### src/hw/rtl/rtda_pkg.sv
// Shared types, constants and sensor tables for the RTD divider thermometer.
package rtda_pkg;

  // Table sizes; the usable point count is capped at TABLE_POINTS.
  localparam int TABLE_POINTS = 21;
  localparam int KTY_POINTS   = 16;
  localparam int PT_POINTS    = 21;
  localparam int KTY_N = (KTY_POINTS < TABLE_POINTS) ? KTY_POINTS : TABLE_POINTS;
  localparam int PT_N  = (PT_POINTS < TABLE_POINTS) ? PT_POINTS : TABLE_POINTS;

  localparam logic [4:0] KTY_LAST     = 5'(KTY_N - 1);
  localparam logic [4:0] PT_LAST      = 5'(PT_N - 1);
  localparam logic [4:0] KTY_LAST_SEG = 5'(KTY_N - 2);
  localparam logic [4:0] PT_LAST_SEG  = 5'(PT_N - 2);

  // Configuration register indexes.
  localparam logic [1:0] REG_SENSOR_TYPE = 2'd0;
  localparam logic [1:0] REG_SUPPLY_MV   = 2'd1;
  localparam logic [1:0] REG_SERIES_OHMS = 2'd2;
  localparam logic [1:0] REG_SAMPLES     = 2'd3;

  localparam logic        SENSOR_PT1000   = 1'b1;

  // Register reset values.
  localparam logic [12:0] SUPPLY_RESET  = 13'd3300;
  localparam logic [15:0] SERIES_RESET  = 16'd4700;
  localparam logic [6:0]  SAMPLES_RESET = 7'd20;
  localparam logic [6:0]  WINDOW_MAX    = 7'd64;

  // Divider step counts per operation.
  localparam logic [5:0] RES_STEPS    = 6'd33;
  localparam logic [5:0] INTERP_STEPS = 6'd20;
  localparam logic [5:0] AVG_STEPS    = 6'd18;

  typedef enum logic [3:0] {
    ST_IDLE,
    ST_MUL_R,
    ST_DIV_R,
    ST_WAIT_R,
    ST_SEARCH,
    ST_MUL_I,
    ST_DIV_I,
    ST_WAIT_I,
    ST_ACCUM,
    ST_WAIT_A,
    ST_OUT
  } state_t;

  typedef struct packed {
    logic        start;
    logic [32:0] dividend;
    logic [12:0] divisor;
    logic [5:0]  steps;
  } div_req_t;

  typedef struct packed {
    logic        done;
    logic [32:0] quotient;
  } div_rsp_t;

  // Table resistance in tenths of an ohm.
  function automatic logic [15:0] tbl_res(input logic pt, input logic [4:0] idx);
    logic [15:0] res;
    res = 16'd0;
    if (pt == SENSOR_PT1000) begin
      case (idx)
        5'd0:  res = 16'd8427;
        5'd1:  res = 16'd8822;
        5'd2:  res = 16'd9216;
        5'd3:  res = 16'd9609;
        5'd4:  res = 16'd10000;
        5'd5:  res = 16'd10390;
        5'd6:  res = 16'd10779;
        5'd7:  res = 16'd10974;
        5'd8:  res = 16'd11167;
        5'd9:  res = 16'd11554;
        5'd10: res = 16'd11940;
        5'd11: res = 16'd12324;
        5'd12: res = 16'd12700;
        5'd13: res = 16'd13089;
        5'd14: res = 16'd13470;
        5'd15: res = 16'd13850;
        5'd16: res = 16'd14220;
        5'd17: res = 16'd14606;
        5'd18: res = 16'd14982;
        5'd19: res = 16'd15358;
        5'd20: res = 16'd15731;
        default: res = 16'd0;
      endcase
    end else begin
      case (idx)
        5'd0:  res = 16'd16300;
        5'd1:  res = 16'd17720;
        5'd2:  res = 16'd19220;
        5'd3:  res = 16'd20000;
        5'd4:  res = 16'd20800;
        5'd5:  res = 16'd22450;
        5'd6:  res = 16'd24170;
        5'd7:  res = 16'd25970;
        5'd8:  res = 16'd27850;
        5'd9:  res = 16'd29800;
        5'd10: res = 16'd31180;
        5'd11: res = 16'd33920;
        5'd12: res = 16'd38170;
        5'd13: res = 16'd40080;
        5'd14: res = 16'd41660;
        5'd15: res = 16'd42800;
        default: res = 16'd0;
      endcase
    end
    return res;
  endfunction

  // Table temperature in whole degrees Celsius.
  function automatic logic signed [8:0] tbl_deg(input logic pt, input logic [4:0] idx);
    logic signed [8:0] deg;
    deg = 9'sd0;
    if (pt == SENSOR_PT1000) begin
      case (idx)
        5'd0:  deg = -9'sd40;
        5'd1:  deg = -9'sd30;
        5'd2:  deg = -9'sd20;
        5'd3:  deg = -9'sd10;
        5'd4:  deg = 9'sd0;
        5'd5:  deg = 9'sd10;
        5'd6:  deg = 9'sd20;
        5'd7:  deg = 9'sd25;
        5'd8:  deg = 9'sd30;
        5'd9:  deg = 9'sd40;
        5'd10: deg = 9'sd50;
        5'd11: deg = 9'sd60;
        5'd12: deg = 9'sd70;
        5'd13: deg = 9'sd80;
        5'd14: deg = 9'sd90;
        5'd15: deg = 9'sd100;
        5'd16: deg = 9'sd110;
        5'd17: deg = 9'sd120;
        5'd18: deg = 9'sd130;
        5'd19: deg = 9'sd140;
        5'd20: deg = 9'sd150;
        default: deg = 9'sd0;
      endcase
    end else begin
      case (idx)
        5'd0:  deg = 9'sd0;
        5'd1:  deg = 9'sd10;
        5'd2:  deg = 9'sd20;
        5'd3:  deg = 9'sd25;
        5'd4:  deg = 9'sd30;
        5'd5:  deg = 9'sd40;
        5'd6:  deg = 9'sd50;
        5'd7:  deg = 9'sd60;
        5'd8:  deg = 9'sd70;
        5'd9:  deg = 9'sd80;
        5'd10: deg = 9'sd90;
        5'd11: deg = 9'sd100;
        5'd12: deg = 9'sd110;
        5'd13: deg = 9'sd120;
        5'd14: deg = 9'sd130;
        5'd15: deg = 9'sd140;
        default: deg = 9'sd0;
      endcase
    end
    return deg;
  endfunction

endpackage

### src/hw/rtl/rtda_mult.sv
// Shared 17x16 unsigned multiplier with registered product.
module rtda_mult (
  input  logic        clk,
  input  logic [16:0] a,
  input  logic [15:0] b,
  output logic [32:0] prod
);

  always_ff @(posedge clk) begin
    prod <= 33'(a) * 33'(b);
  end

endmodule

### src/hw/rtl/rtda_divider.sv
// Shared restoring divider, one quotient bit per cycle, MSB-aligned dividend.
module rtda_divider (
  input  logic               clk,
  input  logic               rst,
  input  rtda_pkg::div_req_t req,
  output rtda_pkg::div_rsp_t rsp
);

  logic        busy;
  logic [5:0]  cnt;
  logic [12:0] rem;
  logic [12:0] dsr;
  logic [32:0] dvd;
  logic [32:0] quo;
  logic        done;

  logic [13:0] shifted;
  logic [14:0] trial;

  assign shifted = {rem, dvd[32]};
  assign trial   = {1'b0, shifted} - {2'b00, dsr};

  always_ff @(posedge clk) begin
    if (rst) begin
      busy <= 1'b0;
      done <= 1'b0;
      cnt  <= '0;
    end else begin
      done <= 1'b0;
      if (req.start) begin
        busy <= 1'b1;
        cnt  <= req.steps;
      end else if (busy) begin
        cnt <= cnt - 6'd1;
        if (cnt == 6'd1) begin
          busy <= 1'b0;
          done <= 1'b1;
        end
      end
    end
  end

  always_ff @(posedge clk) begin
    if (req.start) begin
      rem <= '0;
      dsr <= req.divisor;
      dvd <= req.dividend;
      quo <= '0;
    end else if (busy) begin
      dvd <= {dvd[31:0], 1'b0};
      if (!trial[14]) begin
        rem <= trial[12:0];
        quo <= {quo[31:0], 1'b1};
      end else begin
        rem <= shifted[12:0];
        quo <= {quo[31:0], 1'b0};
      end
    end
  end

  assign rsp.done     = done;
  assign rsp.quotient = quo;

endmodule

### src/hw/rtl/rtd_divider_temperature_average.sv
// Top level: RTD divider thermometer with window averaging.
//
// One sample_mv transfer in gives one result transfer out. The block first
// forms the sensor resistance R = floor(10*series_ohms*v/(supply_mv-v)) in
// tenths of an ohm, then walks the selected table (KTY81-210 or PT1000, set by
// sensor_type) one point per cycle to find the segment, and interpolates to
// get the temperature in 1/16 degC. Valid temperatures are summed; once
// samples_per_average valid samples are in (0 acts as 1, above 64 as 64) the
// mean truncated toward zero comes out with average_ready set, and the window
// restarts. A sample of zero, at or above supply_mv, or whose resistance lies
// outside the table returns all fields zero and leaves the window untouched.
// A valid sample occupies the block longer the higher the segment index
// found by the table walk (0 to 19 for PT1000, 0 to 14 for KTY81-210), and
// longer when it closes a window. A sample rejected by the voltage check skips
// the divider; one failing the resistance check ends after R. This rests on
// the single shared bit-serial divider (33 steps for R, 20 for interpolation,
// 18 for the mean) and the one-point-per-cycle table walk. s_axis_tready is
// high only while the sequencer is idle; the result sits in an output
// register, so the next sample is taken while the last result waits.
// Configuration writes are always accepted and belong in idle periods.
module rtd_divider_temperature_average (
  input  logic        clk,
  input  logic        rst,
  // configuration write channel
  input  logic        cfg_valid,
  output logic        cfg_ready,
  input  logic [1:0]  cfg_index,
  input  logic [15:0] cfg_data,
  // sample stream in
  input  logic        s_axis_tvalid,
  output logic        s_axis_tready,
  input  logic [15:0] s_axis_tdata,   // [12:0] sample_mv, [15:13] zero
  // result stream out
  output logic        m_axis_tvalid,
  input  logic        m_axis_tready,
  output logic [31:0] m_axis_tdata,   // [12:0] sample_temp, [25:13] average_temp, [31:26] zero
  output logic [1:0]  m_axis_tuser    // [0] sample_valid, [1] average_ready
);

  // configuration registers
  logic        sensor_type;
  logic [12:0] supply_mv;
  logic [15:0] series_ohms;
  logic [6:0]  samples_per_average;

  // window state
  logic signed [18:0] temp_sum;
  logic [6:0]         sum_count;

  // sequencer
  rtda_pkg::state_t state;
  rtda_pkg::state_t state_next;

  // per-sample working registers
  logic [12:0]        v;
  logic [16:0]        v10;
  logic [15:0]        r;
  logic [4:0]         idx;
  logic signed [12:0] temp;
  logic               sum_neg;

  // pending result
  logic [12:0] res_temp;
  logic        res_valid;
  logic [12:0] res_avg;
  logic        res_ready;

  // shared units
  logic [16:0]        mul_a;
  logic [15:0]        mul_b;
  logic [32:0]        prod;
  rtda_pkg::div_req_t div_req;
  rtda_pkg::div_rsp_t div_rsp;

  // combinational helpers
  logic [12:0]        v_in;
  logic               v_bad;
  logic [4:0]         last_idx;
  logic [4:0]         last_seg;
  logic [4:0]         idx_up;
  logic [15:0]        rt_cur;
  logic [15:0]        rt_up;
  logic [15:0]        rt_first;
  logic [15:0]        rt_last;
  logic signed [8:0]  deg_cur;
  logic signed [8:0]  deg_up;
  logic signed [9:0]  deg_step;
  logic               r_out_of_range;
  logic               seg_found;
  logic signed [12:0] temp_base;
  logic signed [18:0] sum_new;
  logic [6:0]         cnt_new;
  logic [6:0]         win;
  logic               win_done;
  logic [18:0]        sum_mag;
  logic               out_free;

  assign cfg_ready     = 1'b1;
  assign s_axis_tready = (state == rtda_pkg::ST_IDLE);
  assign out_free      = !m_axis_tvalid || m_axis_tready;

  assign v_in  = s_axis_tdata[12:0];
  assign v_bad = (v_in == 13'd0) || (v_in >= supply_mv);

  assign last_idx = (sensor_type == rtda_pkg::SENSOR_PT1000) ? rtda_pkg::PT_LAST
                                                             : rtda_pkg::KTY_LAST;
  assign last_seg = (sensor_type == rtda_pkg::SENSOR_PT1000) ? rtda_pkg::PT_LAST_SEG
                                                             : rtda_pkg::KTY_LAST_SEG;
  assign idx_up   = idx + 5'd1;
  assign rt_cur   = rtda_pkg::tbl_res(sensor_type, idx);
  assign rt_up    = rtda_pkg::tbl_res(sensor_type, idx_up);
  assign rt_first = rtda_pkg::tbl_res(sensor_type, 5'd0);
  assign rt_last  = rtda_pkg::tbl_res(sensor_type, last_idx);
  assign deg_cur  = rtda_pkg::tbl_deg(sensor_type, idx);
  assign deg_up   = rtda_pkg::tbl_deg(sensor_type, idx_up);
  assign deg_step = 10'(deg_up) - 10'(deg_cur);

  // quotient is the full 33-bit resistance
  assign r_out_of_range = (div_rsp.quotient < 33'(rt_first)) ||
                          (div_rsp.quotient > 33'(rt_last));
  // first segment whose upper point is not below R; last segment otherwise
  assign seg_found = (idx == last_seg) || (r <= rt_up);

  assign temp_base = {deg_cur, 4'b0000};

  // window bookkeeping
  assign sum_new  = temp_sum + 19'(temp);
  assign cnt_new  = sum_count + 7'd1;
  assign win      = (samples_per_average == 7'd0) ? 7'd1 :
                    (samples_per_average > rtda_pkg::WINDOW_MAX) ? rtda_pkg::WINDOW_MAX :
                    samples_per_average;
  assign win_done = (cnt_new >= win);
  assign sum_mag  = sum_new[18] ? (19'd0 - sum_new) : sum_new;

  // shared multiplier: 10*v*series_ohms, then step*16*(R - R[i])
  always_comb begin
    mul_a = v10;
    mul_b = series_ohms;
    if (state == rtda_pkg::ST_MUL_I) begin
      mul_a = 17'(r - rt_cur);
      mul_b = {3'b000, deg_step[8:0], 4'b0000};
    end
  end

  rtda_mult u_mult (
    .clk  (clk),
    .a    (mul_a),
    .b    (mul_b),
    .prod (prod)
  );

  // shared divider requests
  always_comb begin
    div_req.start    = 1'b0;
    div_req.dividend = prod;
    div_req.divisor  = supply_mv - v;
    div_req.steps    = rtda_pkg::RES_STEPS;
    case (state)
      rtda_pkg::ST_DIV_R: begin
        div_req.start = 1'b1;
      end
      rtda_pkg::ST_DIV_I: begin
        div_req.start    = 1'b1;
        div_req.dividend = {prod[19:0], 13'd0};
        div_req.divisor  = 13'(rt_up - rt_cur);
        div_req.steps    = rtda_pkg::INTERP_STEPS;
      end
      rtda_pkg::ST_ACCUM: begin
        div_req.start    = win_done;
        div_req.dividend = {sum_mag[17:0], 15'd0};
        div_req.divisor  = {6'd0, cnt_new};
        div_req.steps    = rtda_pkg::AVG_STEPS;
      end
      default: begin
        div_req.start = 1'b0;
      end
    endcase
  end

  rtda_divider u_div (
    .clk (clk),
    .rst (rst),
    .req (div_req),
    .rsp (div_rsp)
  );

  // next state
  always_comb begin
    state_next = state;
    case (state)
      rtda_pkg::ST_IDLE: begin
        if (s_axis_tvalid) state_next = v_bad ? rtda_pkg::ST_OUT : rtda_pkg::ST_MUL_R;
      end
      rtda_pkg::ST_MUL_R: state_next = rtda_pkg::ST_DIV_R;
      rtda_pkg::ST_DIV_R: state_next = rtda_pkg::ST_WAIT_R;
      rtda_pkg::ST_WAIT_R: begin
        if (div_rsp.done) begin
          state_next = r_out_of_range ? rtda_pkg::ST_OUT : rtda_pkg::ST_SEARCH;
        end
      end
      rtda_pkg::ST_SEARCH: begin
        if (seg_found) state_next = rtda_pkg::ST_MUL_I;
      end
      rtda_pkg::ST_MUL_I: state_next = rtda_pkg::ST_DIV_I;
      rtda_pkg::ST_DIV_I: state_next = rtda_pkg::ST_WAIT_I;
      rtda_pkg::ST_WAIT_I: begin
        if (div_rsp.done) state_next = rtda_pkg::ST_ACCUM;
      end
      rtda_pkg::ST_ACCUM: state_next = win_done ? rtda_pkg::ST_WAIT_A : rtda_pkg::ST_OUT;
      rtda_pkg::ST_WAIT_A: begin
        if (div_rsp.done) state_next = rtda_pkg::ST_OUT;
      end
      rtda_pkg::ST_OUT: begin
        if (out_free) state_next = rtda_pkg::ST_IDLE;
      end
      default: state_next = rtda_pkg::ST_IDLE;
    endcase
  end

  always_ff @(posedge clk) begin
    if (rst) begin
      state <= rtda_pkg::ST_IDLE;
    end else begin
      state <= state_next;
    end
  end

  // configuration registers
  always_ff @(posedge clk) begin
    if (rst) begin
      sensor_type         <= 1'b0;
      supply_mv           <= rtda_pkg::SUPPLY_RESET;
      series_ohms         <= rtda_pkg::SERIES_RESET;
      samples_per_average <= rtda_pkg::SAMPLES_RESET;
    end else if (cfg_valid && cfg_ready) begin
      case (cfg_index)
        rtda_pkg::REG_SENSOR_TYPE: sensor_type         <= cfg_data[0];
        rtda_pkg::REG_SUPPLY_MV:   supply_mv           <= cfg_data[12:0];
        rtda_pkg::REG_SERIES_OHMS: series_ohms         <= cfg_data;
        rtda_pkg::REG_SAMPLES:     samples_per_average <= cfg_data[6:0];
        default: ;
      endcase
    end
  end

  // window state: changes only when a valid sample is folded in
  always_ff @(posedge clk) begin
    if (rst) begin
      temp_sum  <= '0;
      sum_count <= '0;
    end else if (state == rtda_pkg::ST_ACCUM) begin
      temp_sum  <= win_done ? 19'sd0 : sum_new;
      sum_count <= win_done ? 7'd0 : cnt_new;
    end
  end

  // datapath registers
  always_ff @(posedge clk) begin
    case (state)
      rtda_pkg::ST_IDLE: begin
        v         <= v_in;
        v10       <= {1'b0, v_in, 3'b000} + {3'b000, v_in, 1'b0};
        res_temp  <= '0;
        res_valid <= 1'b0;
        res_avg   <= '0;
        res_ready <= 1'b0;
      end
      rtda_pkg::ST_WAIT_R: begin
        r   <= div_rsp.quotient[15:0];
        idx <= '0;
      end
      rtda_pkg::ST_SEARCH: begin
        if (!seg_found) idx <= idx_up;
      end
      rtda_pkg::ST_WAIT_I: begin
        temp <= temp_base + $signed({4'b0000, div_rsp.quotient[8:0]});
      end
      rtda_pkg::ST_ACCUM: begin
        res_temp  <= temp;
        res_valid <= 1'b1;
        sum_neg   <= sum_new[18];
      end
      rtda_pkg::ST_WAIT_A: begin
        res_avg   <= sum_neg ? (13'd0 - div_rsp.quotient[12:0]) : div_rsp.quotient[12:0];
        res_ready <= 1'b1;
      end
      default: ;
    endcase
  end

  // output register
  always_ff @(posedge clk) begin
    if (rst) begin
      m_axis_tvalid <= 1'b0;
    end else if (state == rtda_pkg::ST_OUT && out_free) begin
      m_axis_tvalid <= 1'b1;
    end else if (m_axis_tready) begin
      m_axis_tvalid <= 1'b0;
    end
  end

  always_ff @(posedge clk) begin
    if (state == rtda_pkg::ST_OUT && out_free) begin
      m_axis_tdata <= {6'd0, res_avg, res_temp};
      m_axis_tuser <= {res_ready, res_valid};
    end
  end

endmodule

### config.mk
export PLATFORM = sky130hd
export DESIGN_NAME = rtd_divider_temperature_average
export DESIGN_NICKNAME = d
export VERILOG_FILES = /design/src/hw/rtl/rtda_pkg.sv /design/src/hw/rtl/rtda_mult.sv /design/src/hw/rtl/rtda_divider.sv /design/src/hw/rtl/rtd_divider_temperature_average.sv
export SDC_FILE = /design/constraint.sdc
export NUM_CORES = 2
export LEC_CHECK = 0
export BUFFER_PORTS_ARGS = -buffer_cell sky130_fd_sc_hd__clkbuf_2
export CORE_MARGIN = 4
export CORE_UTILIZATION = 60
export DETAILED_ROUTE_END_ITERATION = 7
export PLACE_DENSITY_LB_ADDON = 0.3
export SLEW_MARGIN = 30
export SYNTH_ARGS = -nofsm -noshare
export SYNTH_HDL_FRONTEND = slang
export SYNTH_HIERARCHICAL = 1
export SYNTH_SLANG_ARGS = --single-unit
### constraint.sdc
create_clock -name clk -period 26.7 [get_ports clk]
set_input_delay 2.67 -clock clk [delete_from_list [all_inputs] [get_ports clk]]
set_output_delay 2.67 -clock clk [all_outputs]
set_load 0.02 [all_outputs]
==> results.cfg <==
[final_layout]
area_delta_synth_final_pct = 7.284
finalNetCount = 4057
drive_gt1_frac = 0.07519
num_antenna_cells = 0

[placement]
numPortBuffers = 65
hpwl_um = 61180
gp_congestion = 0.9755

[global_routing]
grt_max_degree = 78
track_usage = 0.2914
grt-ovfl-total = 0
antenna_found_initial = 2
grt_pass1_wl_um = 132700
grt_pass1_vias = 24470

[clock_network]
clk_pin_slew_worst_paths_ps = 60
clk_latency_ps = 570
cts_sinks = 365
cts_setup_buffers = 0
clockBufferDepth = 3
hold_buffers = 0
cts_tree = yes
cts-root-buf = clkbuf_16
numCtsBuffers = 40
postCtsResizedCells = 0
cts_max_level = 2

[worst_setup_path]
path_class = reg -> reg
path_max_fanout = 44
cpMaxStageDelayCell = edfxtp_1
crit_arrival_ps = 11230
crit_path_frequent_cell = fa_1
critPathMaxStageDelay_ps = 820
reg2reg_depth = 38
cp-end-kind = flop
cp-start-kind = flop
worstPathRequired_ps = 27150

[outcome]
outcome = finished, final reports clean

[sta]
fin_worst_skew_ps = 19.60
drv_slew = 0
fin_setup_tns_ps = 0
period_minus_slack_ps = 10780
max_freq_mhz = 92.80
whs_ps = 410.5
period_share = 0.4036
setup_violations = 0
rsz0062_at_grt = false
hold_viol = 0
slew_headroom = 0.3301
worst_pin_slew_ps = 1005

[yosys]
synth-async-reset-ratio = 0
mappedNetlistArea_um2 = 31400
ys_types = 94
synthFlopType = dfxtp_1
yosys_warnings = 6
postSynthCellCount = 3542
ys_ff_latch = 365
synth_seq_area_share = 0.2850
synth-edff-count = 164
syn_avg_cell_area_um2 = 8.865

[route]
wl_per_cell_um = 19.74
wl_um = 83530
viasPerCell = 6.077
detail_route.first_pass.iterations = 6
ant_nets = 0
vias = 25710
drc = 0
drt-initial-drc-count = 3171

[floorplan]
start_util = 0.6083
core.rowCount = 83
die_h_um = 236.8
dieArea_um2 = 56060
core_um2 = 51610
io_pins = 76
die_x_um = 236.8

[min_path]
hold_class = reg -> reg
whs_path_depth = 0

[run]
drv_cap = 0
==> final timing paths <==
check | endpoint | slack (ps) | start
max | u_mult/prod[32] | 15920 | idx[1]
min | m_axis_tdata[3] | 410 | res_temp[3]
min reg2reg | m_axis_tdata[3] | 410 | res_temp[3]
max reg2reg | u_mult/prod[32] | 15920 | idx[1]
==> worst max-delay path: cells and delay by family (launching register included) <==
family	cells	cell delay, ps
AOI/OAI and AO/OA	12	2320
xor gates and xnor gates	2	420
adders and majority gates	10	4450
buffers and inverters	7	1570
DFF	1	820
and+or+nand+nor	7	1060
==> layer usage <==
metal  vias up  track usage  share of wire  routed length [µm]
li1      12040            -              -                   -
met1     12340       0.4186           0.43               35740
met2      1154       0.4595           0.45               37650
met3       175      0.04158          0.089                7472
met4         2      0.09165          0.032                2657
met5         -            0        0.00012                  10
==> cells in the mapped netlist (43+ instances only) <==
library cell | instances | area (µm²)
nand2_1 | 422 | 1584
fa_1 | 216 | 4324
a21o_1 | 47 | 352.8
and3_1 | 43 | 269.0
a21oi_1 | 195 | 975.9
xor2_1 | 57 | 499.2
nor2_1 | 235 | 882.1
a22oi_1 | 44 | 330.3
mux2i_1 | 52 | 520.5
ha_1 | 283 | 3541
edfxtp_1 | 164 | 4925
xnor2_1 | 87 | 762.0
o21ai_0 | 167 | 835.8
nand3_1 | 72 | 360.4
and2_1 | 147 | 919.6
clkbuf_1 | 132 | 495.5
inv_1 | 382 | 1434
nor3_1 | 68 | 340.3
dfxtp_1 | 201 | 4024
==> cell families (layout without fill, tap and decap cells) <==
kind of cell             Yosys count  after routing  share of synthesized area
AO/OA/AOI/OAI                    730            730                     0.1504
XOR/XNOR                         144            144                    0.04017
adder cells (fa/ha/maj)          499            499                     0.2505
buffers and inverters            566            569                    0.06974
flip-flops                       365            365                     0.2850
multiplexers                      90             90                    0.03044
other                              2              8                  0.0002392
AND/OR/NAND/NOR                 1146           1146                     0.1735
==> metrics by stage <==
step / cells / setup WS (ps) / util / area [µm²]
2_1_floorplan: 3548 / 17740 / - / 31420
3_3_place_gp: 4157 / 16180 / 0.6255 / 32290
3_5_place_dp: 4157 / 16180 / 0.6258 / 32300
4_1_cts: 4231 / 16120 / 0.6523 / 33670
5_1_grt: 4231 / 15420 / 0.6527 / 33690
6_report: 4231 / 15920 / 0.6527 / 33690
==> cell usage in the layout, fill, tap and decap left out, drive strengths merged, types with 57 or more instances in the layout <==
cell type / Yosys / final
edfxtp: 164 / 164
fa: 216 / 216
nor3: 68 / 68
o21ai: 176 / 176
a21oi: 198 / 198
clkbuf: 133 / 117
ha: 283 / 283
xnor2: 87 / 87
nand3: 72 / 72
inv: 383 / 388
xor2: 57 / 57
and2: 148 / 148
dfxtp: 201 / 201
nand2: 422 / 422
nor2: 235 / 235
==> area by class of cell <==
cell class | count | area (µm²)
multi-input cells | 2617 | 20420
clock buffers | 52 | 1160
fillers | 4154 | 17930
repair buffers | 107 | 640.6
clock inverters | 22 | 211.5
inverters | 388 | 1456
flip-flops and latches | 365 | 8951
well taps | 680 | 850.8
Power is left out: the tool's default activity adds up to more than one toggle a clock period on the data nets, which glitch-free logic cannot reach.
